$ cat src/sv/multi_pin_debounce_edge_detect_assert.svh
// Assertion macros for the multi-pin debouncer; empty when synthesising.
`ifndef MULTI_PIN_DEBOUNCE_EDGE_DETECT_ASSERT_SVH
`define MULTI_PIN_DEBOUNCE_EDGE_DETECT_ASSERT_SVH
`ifndef SYNTHESIS
// Same-cycle implication, sampled on clk, off during reset.
`define MPDB_ASSERT_NOW(lbl, pre, post) \
	lbl: assert property (@(posedge clk) disable iff (!arst_n) (pre) |-> (post)) \
		else $error("mpdb assertion failed");
// Next-cycle implication, sampled on clk, off during reset.
`define MPDB_ASSERT_NEXT(lbl, pre, post) \
	lbl: assert property (@(posedge clk) disable iff (!arst_n) (pre) |=> (post)) \
		else $error("mpdb assertion failed");
`else
`define MPDB_ASSERT_NOW(lbl, pre, post)
`define MPDB_ASSERT_NEXT(lbl, pre, post)
`endif
`endif

$ cat src/sv/mpdb_pkg.sv
// Shared types and constants of the multi-pin debouncer.
package mpdb_pkg;

	localparam int PIN_W   = 4;
	localparam int UPPER_W = 10;
	localparam int LOWER_W = 11;
	localparam int INTEG_W = 11;
	localparam int DATA_W  = 8;
	localparam int CFG_W   = 11;

	// configuration register indexes
	localparam logic CFG_UPPER = 1'b0;
	localparam logic CFG_LOWER = 1'b1;

	localparam logic [UPPER_W-1:0]        UPPER_RST = 10'd512;
	localparam logic signed [LOWER_W-1:0] LOWER_RST = -11'sd512;

	typedef logic [UPPER_W-1:0]        upper_t;
	typedef logic signed [LOWER_W-1:0] lower_t;
	typedef logic signed [INTEG_W-1:0] integ_t;

	// outcome of one per-pin update
	typedef struct packed {
		logic   decide;    // a level decision was made
		logic   dec_val;   // decided level
		logic   emit;      // decision differs from stored level
		integ_t integ_nxt; // integrator value to write back
	} upd_t;

endpackage

$ cat src/sv/mpdb_update.sv
// Per-pin integrator step: count, compare against limits, detect an edge.
module mpdb_update (
	input  mpdb_pkg::integ_t integ,
	input  logic             level,
	input  logic             stored,
	input  mpdb_pkg::upper_t upper,
	input  mpdb_pkg::lower_t lower,
	output mpdb_pkg::upd_t   upd
);
	import mpdb_pkg::*;

	// one bit of headroom so the sum never wraps
	logic signed [INTEG_W:0] sum;
	logic signed [INTEG_W:0] up_x;
	logic signed [INTEG_W:0] lo_x;
	logic                    hi_dec;
	logic                    lo_dec;

	always_comb begin
		up_x   = $signed({2'b00, upper});
		lo_x   = {lower[LOWER_W-1], lower};
		sum    = {integ[INTEG_W-1], integ} + (level ? 12'sd1 : -12'sd1);
		hi_dec = level && (sum > up_x);
		lo_dec = !hi_dec && (sum <= lo_x);

		upd.decide    = hi_dec || lo_dec;
		upd.dec_val   = hi_dec;
		upd.emit      = upd.decide && (hi_dec != stored);
		upd.integ_nxt = upd.decide ? '0 : sum[INTEG_W-1:0];
	end

endmodule

$ cat src/sv/multi_pin_debounce_edge_detect.sv
// Top level of the multi-pin up/down debouncer with edge events.
//
//  channel | dir | handshake             | payload
//  --------+-----+-----------------------+-----------------------------------
//  s_*     | in  | s_tvalid / s_tready   | tdata: pin_index[3:0], level[4]
//  m_*     | out | m_tvalid / m_tready   | tdata: event_pin[3:0]; tuser: edge
//  cfg_*   | in  | cfg_valid / cfg_ready | cfg_index, cfg_data
//
// One beat per cycle sustained while the event register is not blocked; an
// event passes through stage s1 and then the event register before m_tvalid.
// Stage s1 holds the sample and the integrator read; the pin state is
// written back in the same cycle, with a bypass when the next beat hits the
// same pin. Integrator storage has per-entry valid bits, so no clearing pass.
// Input stalls only when s1 holds a sample and the event register is full
// and not being taken. Reset is asynchronous, restores the default limits
// and clears levels, valid bits and stage flags.
`include "multi_pin_debounce_edge_detect_assert.svh"

module multi_pin_debounce_edge_detect #(
	parameter int PIN_COUNT = 16
) (
	input  logic                       clk,
	input  logic                       arst_n,
	// slave stream
	input  logic                       s_tvalid,
	output logic                       s_tready,
	input  logic [mpdb_pkg::DATA_W-1:0] s_tdata,  // [3:0] pin_index, [4] level, rest zero
	// master stream
	output logic                       m_tvalid,
	input  logic                       m_tready,
	output logic [mpdb_pkg::DATA_W-1:0] m_tdata,  // [3:0] event_pin, rest zero
	output logic                       m_tuser,  // [0] edge_res, 1 rising 0 falling
	// configuration writes
	input  logic                       cfg_valid,
	output logic                       cfg_ready,
	input  logic                       cfg_index,
	input  logic [mpdb_pkg::CFG_W-1:0] cfg_data
);
	import mpdb_pkg::*;

	localparam int IDX_W = (PIN_COUNT > 1) ? $clog2(PIN_COUNT) : 1;
	localparam logic [8:0] PIN_LIM = 9'(PIN_COUNT);

	// limits
	upper_t upper_q;
	lower_t lower_q;

	// per-pin state
	integ_t               integ_mem [PIN_COUNT];
	logic [PIN_COUNT-1:0] ivalid_q;
	logic [PIN_COUNT-1:0] lvl_q;

	// stage 1
	logic             valid_s1;
	logic             range_s1;
	logic [IDX_W-1:0] idx_s1;
	logic [PIN_W-1:0] pin_s1;
	logic             level_s1;
	integ_t           integ_s1;

	// event register
	logic             m_valid_q;
	logic [PIN_W-1:0] ev_pin_q;
	logic             ev_edge_q;

	logic             in_acc;
	logic             s1_go;
	logic [8:0]       pin_ext;
	logic [IDX_W-1:0] in_idx;
	logic             in_range;
	logic             fwd;
	integ_t           rd_integ;
	upd_t             upd;

	// config: always ready; only write while idle, the block does not enforce it
	assign cfg_ready = 1'b1;

	always_ff @(posedge clk or negedge arst_n) begin
		if (!arst_n) begin
			upper_q <= UPPER_RST;
			lower_q <= LOWER_RST;
		end else if (cfg_valid && cfg_ready) begin
			case (cfg_index)
				CFG_UPPER: upper_q <= cfg_data[UPPER_W-1:0];
				CFG_LOWER: lower_q <= cfg_data;
				default:   upper_q <= upper_q;
			endcase
		end
	end

	// s1 moves on whenever the event register is free or draining
	assign s1_go    = valid_s1 && (!m_valid_q || m_tready);
	assign s_tready = !valid_s1 || s1_go;
	assign in_acc   = s_tvalid && s_tready;

	assign pin_ext  = {5'b0, s_tdata[PIN_W-1:0]};
	assign in_idx   = pin_ext[IDX_W-1:0];
	assign in_range = pin_ext < PIN_LIM;

	// bypass the write-back that lands on the same edge as the read
	assign fwd = s1_go && range_s1 && (idx_s1 == in_idx);

	always_comb begin
		if (fwd)
			rd_integ = upd.integ_nxt;
		else if (ivalid_q[in_idx])
			rd_integ = integ_mem[in_idx];
		else
			rd_integ = '0;
	end

	always_ff @(posedge clk or negedge arst_n) begin
		if (!arst_n) begin
			valid_s1 <= 1'b0;
		end else if (s_tready) begin
			valid_s1 <= s_tvalid;
		end
	end

	always_ff @(posedge clk) begin
		if (in_acc) begin
			range_s1 <= in_range;
			idx_s1   <= in_idx;
			pin_s1   <= s_tdata[PIN_W-1:0];
			level_s1 <= s_tdata[PIN_W];
			integ_s1 <= rd_integ;
		end
	end

	mpdb_update u_update (
		.integ  (integ_s1),
		.level  (level_s1),
		.stored (lvl_q[idx_s1]),
		.upper  (upper_q),
		.lower  (lower_q),
		.upd    (upd)
	);

	// write-back of integrator (no reset, covered by valid bits)
	always_ff @(posedge clk) begin
		if (s1_go && range_s1)
			integ_mem[idx_s1] <= upd.integ_nxt;
	end

	always_ff @(posedge clk or negedge arst_n) begin
		if (!arst_n) begin
			ivalid_q <= '0;
			lvl_q    <= '0;
		end else if (s1_go && range_s1) begin
			ivalid_q[idx_s1] <= 1'b1;
			if (upd.emit)
				lvl_q[idx_s1] <= upd.dec_val;
		end
	end

	// event register
	always_ff @(posedge clk or negedge arst_n) begin
		if (!arst_n) begin
			m_valid_q <= 1'b0;
		end else if (s1_go) begin
			m_valid_q <= range_s1 && upd.emit;
		end else if (m_tready) begin
			m_valid_q <= 1'b0;
		end
	end

	always_ff @(posedge clk) begin
		if (s1_go && range_s1 && upd.emit) begin
			ev_pin_q  <= pin_s1;
			ev_edge_q <= upd.dec_val;
		end
	end

	assign m_tvalid = m_valid_q;
	assign m_tdata  = {{(DATA_W-PIN_W){1'b0}}, ev_pin_q};
	assign m_tuser  = ev_edge_q;

	// an edge always comes from a decision
	`MPDB_ASSERT_NOW(a_emit_decide, valid_s1 && upd.emit, upd.decide)
	// an emitted event shows up on the master side next cycle
	`MPDB_ASSERT_NEXT(a_emit_out, s1_go && range_s1 && upd.emit, m_tvalid)
	// a held sample behind a blocked event register back-pressures input
	`MPDB_ASSERT_NOW(a_stall, valid_s1 && m_valid_q && !m_tready, !s_tready)

endmodule
$ cat config.mk
export PLATFORM = sky130hd
export DESIGN_NAME = multi_pin_debounce_edge_detect
export DESIGN_NICKNAME = d
export VERILOG_FILES = /design/src/sv/mpdb_pkg.sv /design/src/sv/mpdb_update.sv /design/src/sv/multi_pin_debounce_edge_detect.sv
export VERILOG_INCLUDE_DIRS = /design/src /design/src/sv
export SDC_FILE = /design/constraint.sdc
export NUM_CORES = 1
export LEC_CHECK = 0
export ABC_AREA = 1
export BUFFER_PORTS_ARGS = -buffer_cell sky130_fd_sc_hd__buf_2
export CAP_MARGIN = 20
export CORE_ASPECT_RATIO = 1.25
export CORE_MARGIN = 5
export CORE_UTILIZATION = 42
export CTS_CLUSTER_DIAMETER = 120
export DETAILED_ROUTE_END_ITERATION = 6
export REMOVE_ABC_BUFFERS = 1
export SKIP_LAST_GASP = 1
export SYNTH_ARGS = -nofsm -noshare
export SYNTH_HDL_FRONTEND = slang
export SYNTH_SLANG_ARGS = --single-unit
$ cat constraint.sdc
create_clock -name clk -period 3.5 [get_ports clk]
set_input_delay 0.7 -clock clk [delete_from_list [all_inputs] [get_ports clk]]
set_output_delay 0.7 -clock clk [all_outputs]
set_load 0.02 [all_outputs]
# ---- After elaboration in Yosys (flattened, before gate mapping)
# Memories as Yosys holds them, arrays and structs flattened.
# Index checks and enable logic that the tools add are counted.
dict set report op_classes {
  reduce_logical 20
  n_eq_ne 2
  mux 15
  add_sub_neg 1
  bitwise_logic 2
  order_cmp 6
}
# operator n
set ops {}
lappend ops {{$mux 11} 3}
lappend ops {{$bwmux 16} 1}
lappend ops {{$or 16x16->16} 1}
lappend ops {{$lt 4x5->1 const B} 3}
lappend ops {{$add 12x12->12} 1}
lappend ops {{$gt 12x11->1} 1}
lappend ops {{$le 12x11->1} 1}
lappend ops {{$mux 12} 1}
lappend ops {{$logic_and 1x1->1} 10}
lappend ops {{$bmux 1 s4} 2}
lappend ops {{$mux 1} 7}
lappend ops {{$reduce_and 2->1} 3}
lappend ops {{$demux 1 s4} 1}
lappend ops {{$eq 4x4->1} 1}
lappend ops {{$ge 4x1->1 const B} 1}
lappend ops {{$logic_not 1->1} 3}
lappend ops {{$logic_or 1x1->1} 3}
lappend ops {{$reduce_bool 2->1} 1}
lappend ops {{$ne 1x1->1} 1}
lappend ops {{$not 1->1} 1}
dict set report totals {
  out_inout_bits 12
  memories 1
  inputBits 25
  ramBits 176
  wordCells 59
  ff_bits 77
}
# name words word_bits rd rd_ports_with_merged_regs wr line
set memory_table {}
lappend memory_table {integ_mem 16 11 1 0 1 multi_pin_debounce_edge_detect.sv:49} ;# integ_t integ_mem [PIN_COUNT];

# ---- Logic depth before layout (Yosys ltp)
dict set report depth {
  word_depth 10
  depth_mapped 25
  mapped_depth_nobuf 24
}

# ---- Hierarchy
# From an unflattened synthesis, not the netlist that was laid out.
dict set report hier_totals {
  hier_cells 1321
  area_unflattened_um2 12238.0
}
# module instances seq_area_each_um2 area_per_inst_um2 cells_each
set modules_own_cells {}
lappend modules_own_cells {multi_pin_debounce_edge_detect 1 7295.7 10900.5 1099}
lappend modules_own_cells {mpdb_update 1 0.0 1337.5 222}

# ---- Worst setup path before layout
# OpenSTA, ideal clock, no wires.
dict set report synth_timing {
  path_type {flip-flop to flip-flop}
  start {register level_s1}
  end {register integ_s1[9], data pin}
  setup_time_ns 0.152
  n_path_buf 0
  arrival_time_ns 3.622
  stages_incl_launch_ff 24
  t_required_ns 3.348
  setup_slack_ns -0.274
  period_less_slack_ns 3.774
  path_cell_list {edfxtp_1 inv_1 ha_1 nand2_1 inv_1 nand2_1 nand2_1 a21oi_1 o21bai_1 xnor2_1 inv_1 ha_1 nand2_1 nor3_1 nand4_1 nand2_1 inv_1 nor2_4 nor2_8 inv_2 nand2_4 nor2_1 nand2_1 o21ai_0}
}
# item line
set synth_lines {}
lappend synth_lines {{from (decl)} multi_pin_debounce_edge_detect.sv:58} ;# logic level_s1;
lappend synth_lines {{from (signal assigned)} multi_pin_debounce_edge_detect.sv:125} ;# level_s1 <= s_tdata[PIN_W];
lappend synth_lines {{to (signal assigned)} multi_pin_debounce_edge_detect.sv:126} ;# integ_s1 <= rd_integ;
lappend synth_lines {{to (decl)} multi_pin_debounce_edge_detect.sv:59} ;# integ_t integ_s1;

==> reports/qor.csv <==
stage;metric;value;unit
final_layout;diodes;0;
worst_hold_path;worstHoldPathType;in2async;
final_layout;multi_input_area;4140;sq um
clock_network;cts_sinks;252;
final_layout;num-nets-final;1293;
grt;grt_start_max_net_pins;60;
final_layout;fillCellCount;2382;
drt;ant_nets;0;
clock_network;clock_path_buffers;3;
drt;wl_per_cell;17.9;um
grt;grt_pass1_wl;44500;um
place;port-buffer-count;28;
floorplanning;die_area;31200;sq um
power;leakagePower;5.72;nW
power;peakVddDrop;0.383;mV
sta;worst_pin_slew;0.857;ns
synth;async_flop_share;21.8;%
sta;finalMaxSlewViolations;0;
clock_network;cts_tree;done;
sta;rsz0062_at_grt;yes;
clock_network;cts-root-buf;clkbuf_16;
synth;ys_ff_latch;252;
sta;worst_slack;-0.123;ns
floorplanning;core_area;27500;sq um
sta;period_share;104;%
floorplanning;die_width;159;um
synth;synthFlopType;edfxtp_1;
grt;grt_overflow;0;
sta;slew_headroom;42.8;%
place;preCtsSetupSlack;-0.469;ns
sta;fin_worst_skew;0.00857;ns
floorplanning;fp.dieH;196;um
grt;grt_usage;17.8;%
setup_path;criticalPathCategory;reg2reg;
floorplanning;start_util;42.4;%
synth;yosysMostFrequentCell;edfxtp_1;
clock_network;cts.reportedPaths.clkPinSlew;0.07;ns
drt;vias;8332;
synth;ys_seq_area_share;62.6;%
sta;period_minus_slack;3.62;ns
grt;grt_antenna_before_repair;0;
power;power.total;9.78;mW
grt;grt_pass1_vias;8195;
setup_path;critPathArrivalTime;4.02;ns
floorplanning;fp-row-count;68;
place;gp_congestion;0.837;
synth;syn_avg_cell_area;10.5;sq um
synth;synth_cell_types;42;
synth;syn-instance-count;1111;
setup_path;cp.required;3.90;ns
final_layout;regArea;7300;sq um
drt;drt_iter0_markers;692;
drt;firstDrtPassIters;5;
drt;drt-vias-per-instance;5.20;
sta;finalSetupViolCount;157;
synth;synthTopCellsByArea;edfxtp_1 51%, dfrtp_1 11%, o21ai_0 6.6%, nor2_1 5.3%, nand2_1 5.1%;
synth;syn_area;11600;sq um
sta;clock.fmax;276;MHz
setup_path;cp-end-kind;flip-flop;
setup_path;worst_setup_path_start_kind;flip-flop;
outcome;status;finished with violations;
clock_network;cts_buffers;25;
floorplanning;io_pins;37;
setup_path;crit_fanout;8;
synth;yosysTopAreaCell;edfxtp_1;
job;drv_cap;0;
final_layout;area_growth;23.3;%
final_layout;drive_gt1_share;23.7;%
synth;synth_top_cell_area_share;50.8;%
synth;ys.warnings.count;0;
sta;hold_viol;0;
clock_network;htreeDepth;1;
synth;synth_edf_count;197;
outcome;failed_checks;negative setup slack;
drt;drc;0;
place;dp_hpwl;18100;um
drt;routed_wl;28700;um
final_layout;final_core_util;52.3;%
clock_network;clock_latency;0.53;ns
synth;synth_common_cells;197 x edfxtp_1, 166 x nor2_1, 157 x nand2_1;
power;powerDensity;681;nW/um^2
[worst paths after layout]
| path | from | to | slack (ns) | depth (start not counted) |
|---|---|---|---|---|
| worst max-delay path | level_s1$_DFFE_PP_ | integ_mem[13][8]$_DFFE_PP_ | -0.12 | 25 |
| worst min-delay path | arst_n | lvl_q[0]$_DFFE_PN0P_ | 0.18 | 1 |
| min in group clk | s_tdata[4] | level_s1$_DFFE_PP_ | 0.38 | 1 |
| worst max register to register | level_s1$_DFFE_PP_ | integ_mem[13][8]$_DFFE_PP_ | -0.12 | 25 |
| worst min register to register | ivalid_q[9]$_DFFE_PN0P_ | ivalid_q[9]$_DFFE_PN0P_ | 0.46 | 2 |
| max in group asynchronous | arst_n | ivalid_q[15]$_DFFE_PN0P_ | 2.47 | 2 |
[cell type report]
cell class,count,area share [%]
multi-input cells,702,28.8
inverters,101,2.73
well taps,350,3.05
clock buffers,29,4.46
repair buffers,153,9.36
clock inverters,16,0.802
flip-flops and latches,252,50.8
[metrics by stage]
step / setup TNS (ns) / instances / area, sq um / hold slack (ns)
floorplan: -74.34 / 1054 / 11400 / 0.404
global placement: -65.02 / 1535 / 12900 / 0.441
detailed placement: -82.37 / 1535 / 12900 / 0.447
CTS: -4.70 / 1599 / 14100 / 0.191
global route: -48.48 / 1603 / 14400 / 0.221
finish: -11.54 / 1603 / 14400 / 0.182
[registers in the layout, summed over array words and instances, names as in the netlist]
register and flops:
ev_pin_q 4, integ_mem 176, integ_s1 11, ivalid_q 16, level_s1 1, lower_q 11, lvl_q 16, m_tuser 1
m_tvalid 1, pin_s1 4, upper_q 10, valid_s1 1
[per-layer routing]
layer	routed length [um]	global-route usage, %
met1	11800	22.3
met2	15100	32.7
met3	1320	2.35
met4	423	4.05
met5	0	0
[worst max-delay path: stages (launching register included)]
cell      delay (ns)
edfxtp_1        0.41
clkinv_4        0.14
buf_6           0.15
ha_4            0.25
nand2_4         0.08
inv_2           0.03
nand2_2         0.04
nand2_2         0.06
a21oi_2         0.14
o21bai_1        0.09
xnor2_1         0.25
inv_2           0.10
ha_4            0.29
nand2_4         0.05
nor3_2          0.16
buf_4           0.14
nand4_1         0.08
nand2_2         0.10
inv_2           0.04
nor2_4          0.15
nor2_8          0.05
inv_4           0.11
nand2_8         0.09
buf_6           0.12
nor2_4          0.21
buf_12          0.15
[timing repair]
action | CTS | global route
gates cloned | 2 | 2
hold buffers | 0 | 0
pin swaps | 21 | 33
buffers inserted | 17 | 4
resized for setup | 56 | 44
endpoints found under the setup margin | 210 | 210
[power breakdown]
group | internal (mW) | switching [mW] | total, mW
registers | 3.90 | 0.117 | 4.01
clock network | 1.39 | 1.13 | 2.52
logic | 1.40 | 1.85 | 3.25
[cells in the final DEF (no fill, tap or decap), types with 13 or more instances in the layout]
master	instances
a21oi_1	20
buf_12	13
buf_2	28
buf_4	92
buf_6	18
clkbuf_16	27
dfrtp_1	52
edfxtp_1	197
ha_1	19
ha_4	13
inv_1	93
nand2_1	148
nand3_1	16
nand3_2	15
nand4_1	21
nor2_1	158
o21ai_0	153
o221ai_1	18
o22ai_1	25
[cells by family after synthesis]
family | synth area share, %
adder cells (fa/ha/maj) | 3.61
other | 0.0645
AND/OR/NAND/NOR | 15.7
buffers and inverters | 5.84
AO/OA/AOI/OAI | 11.4
XOR/XNOR | 0.752
flip-flops | 62.6
(Power assumes the default switching activity.)
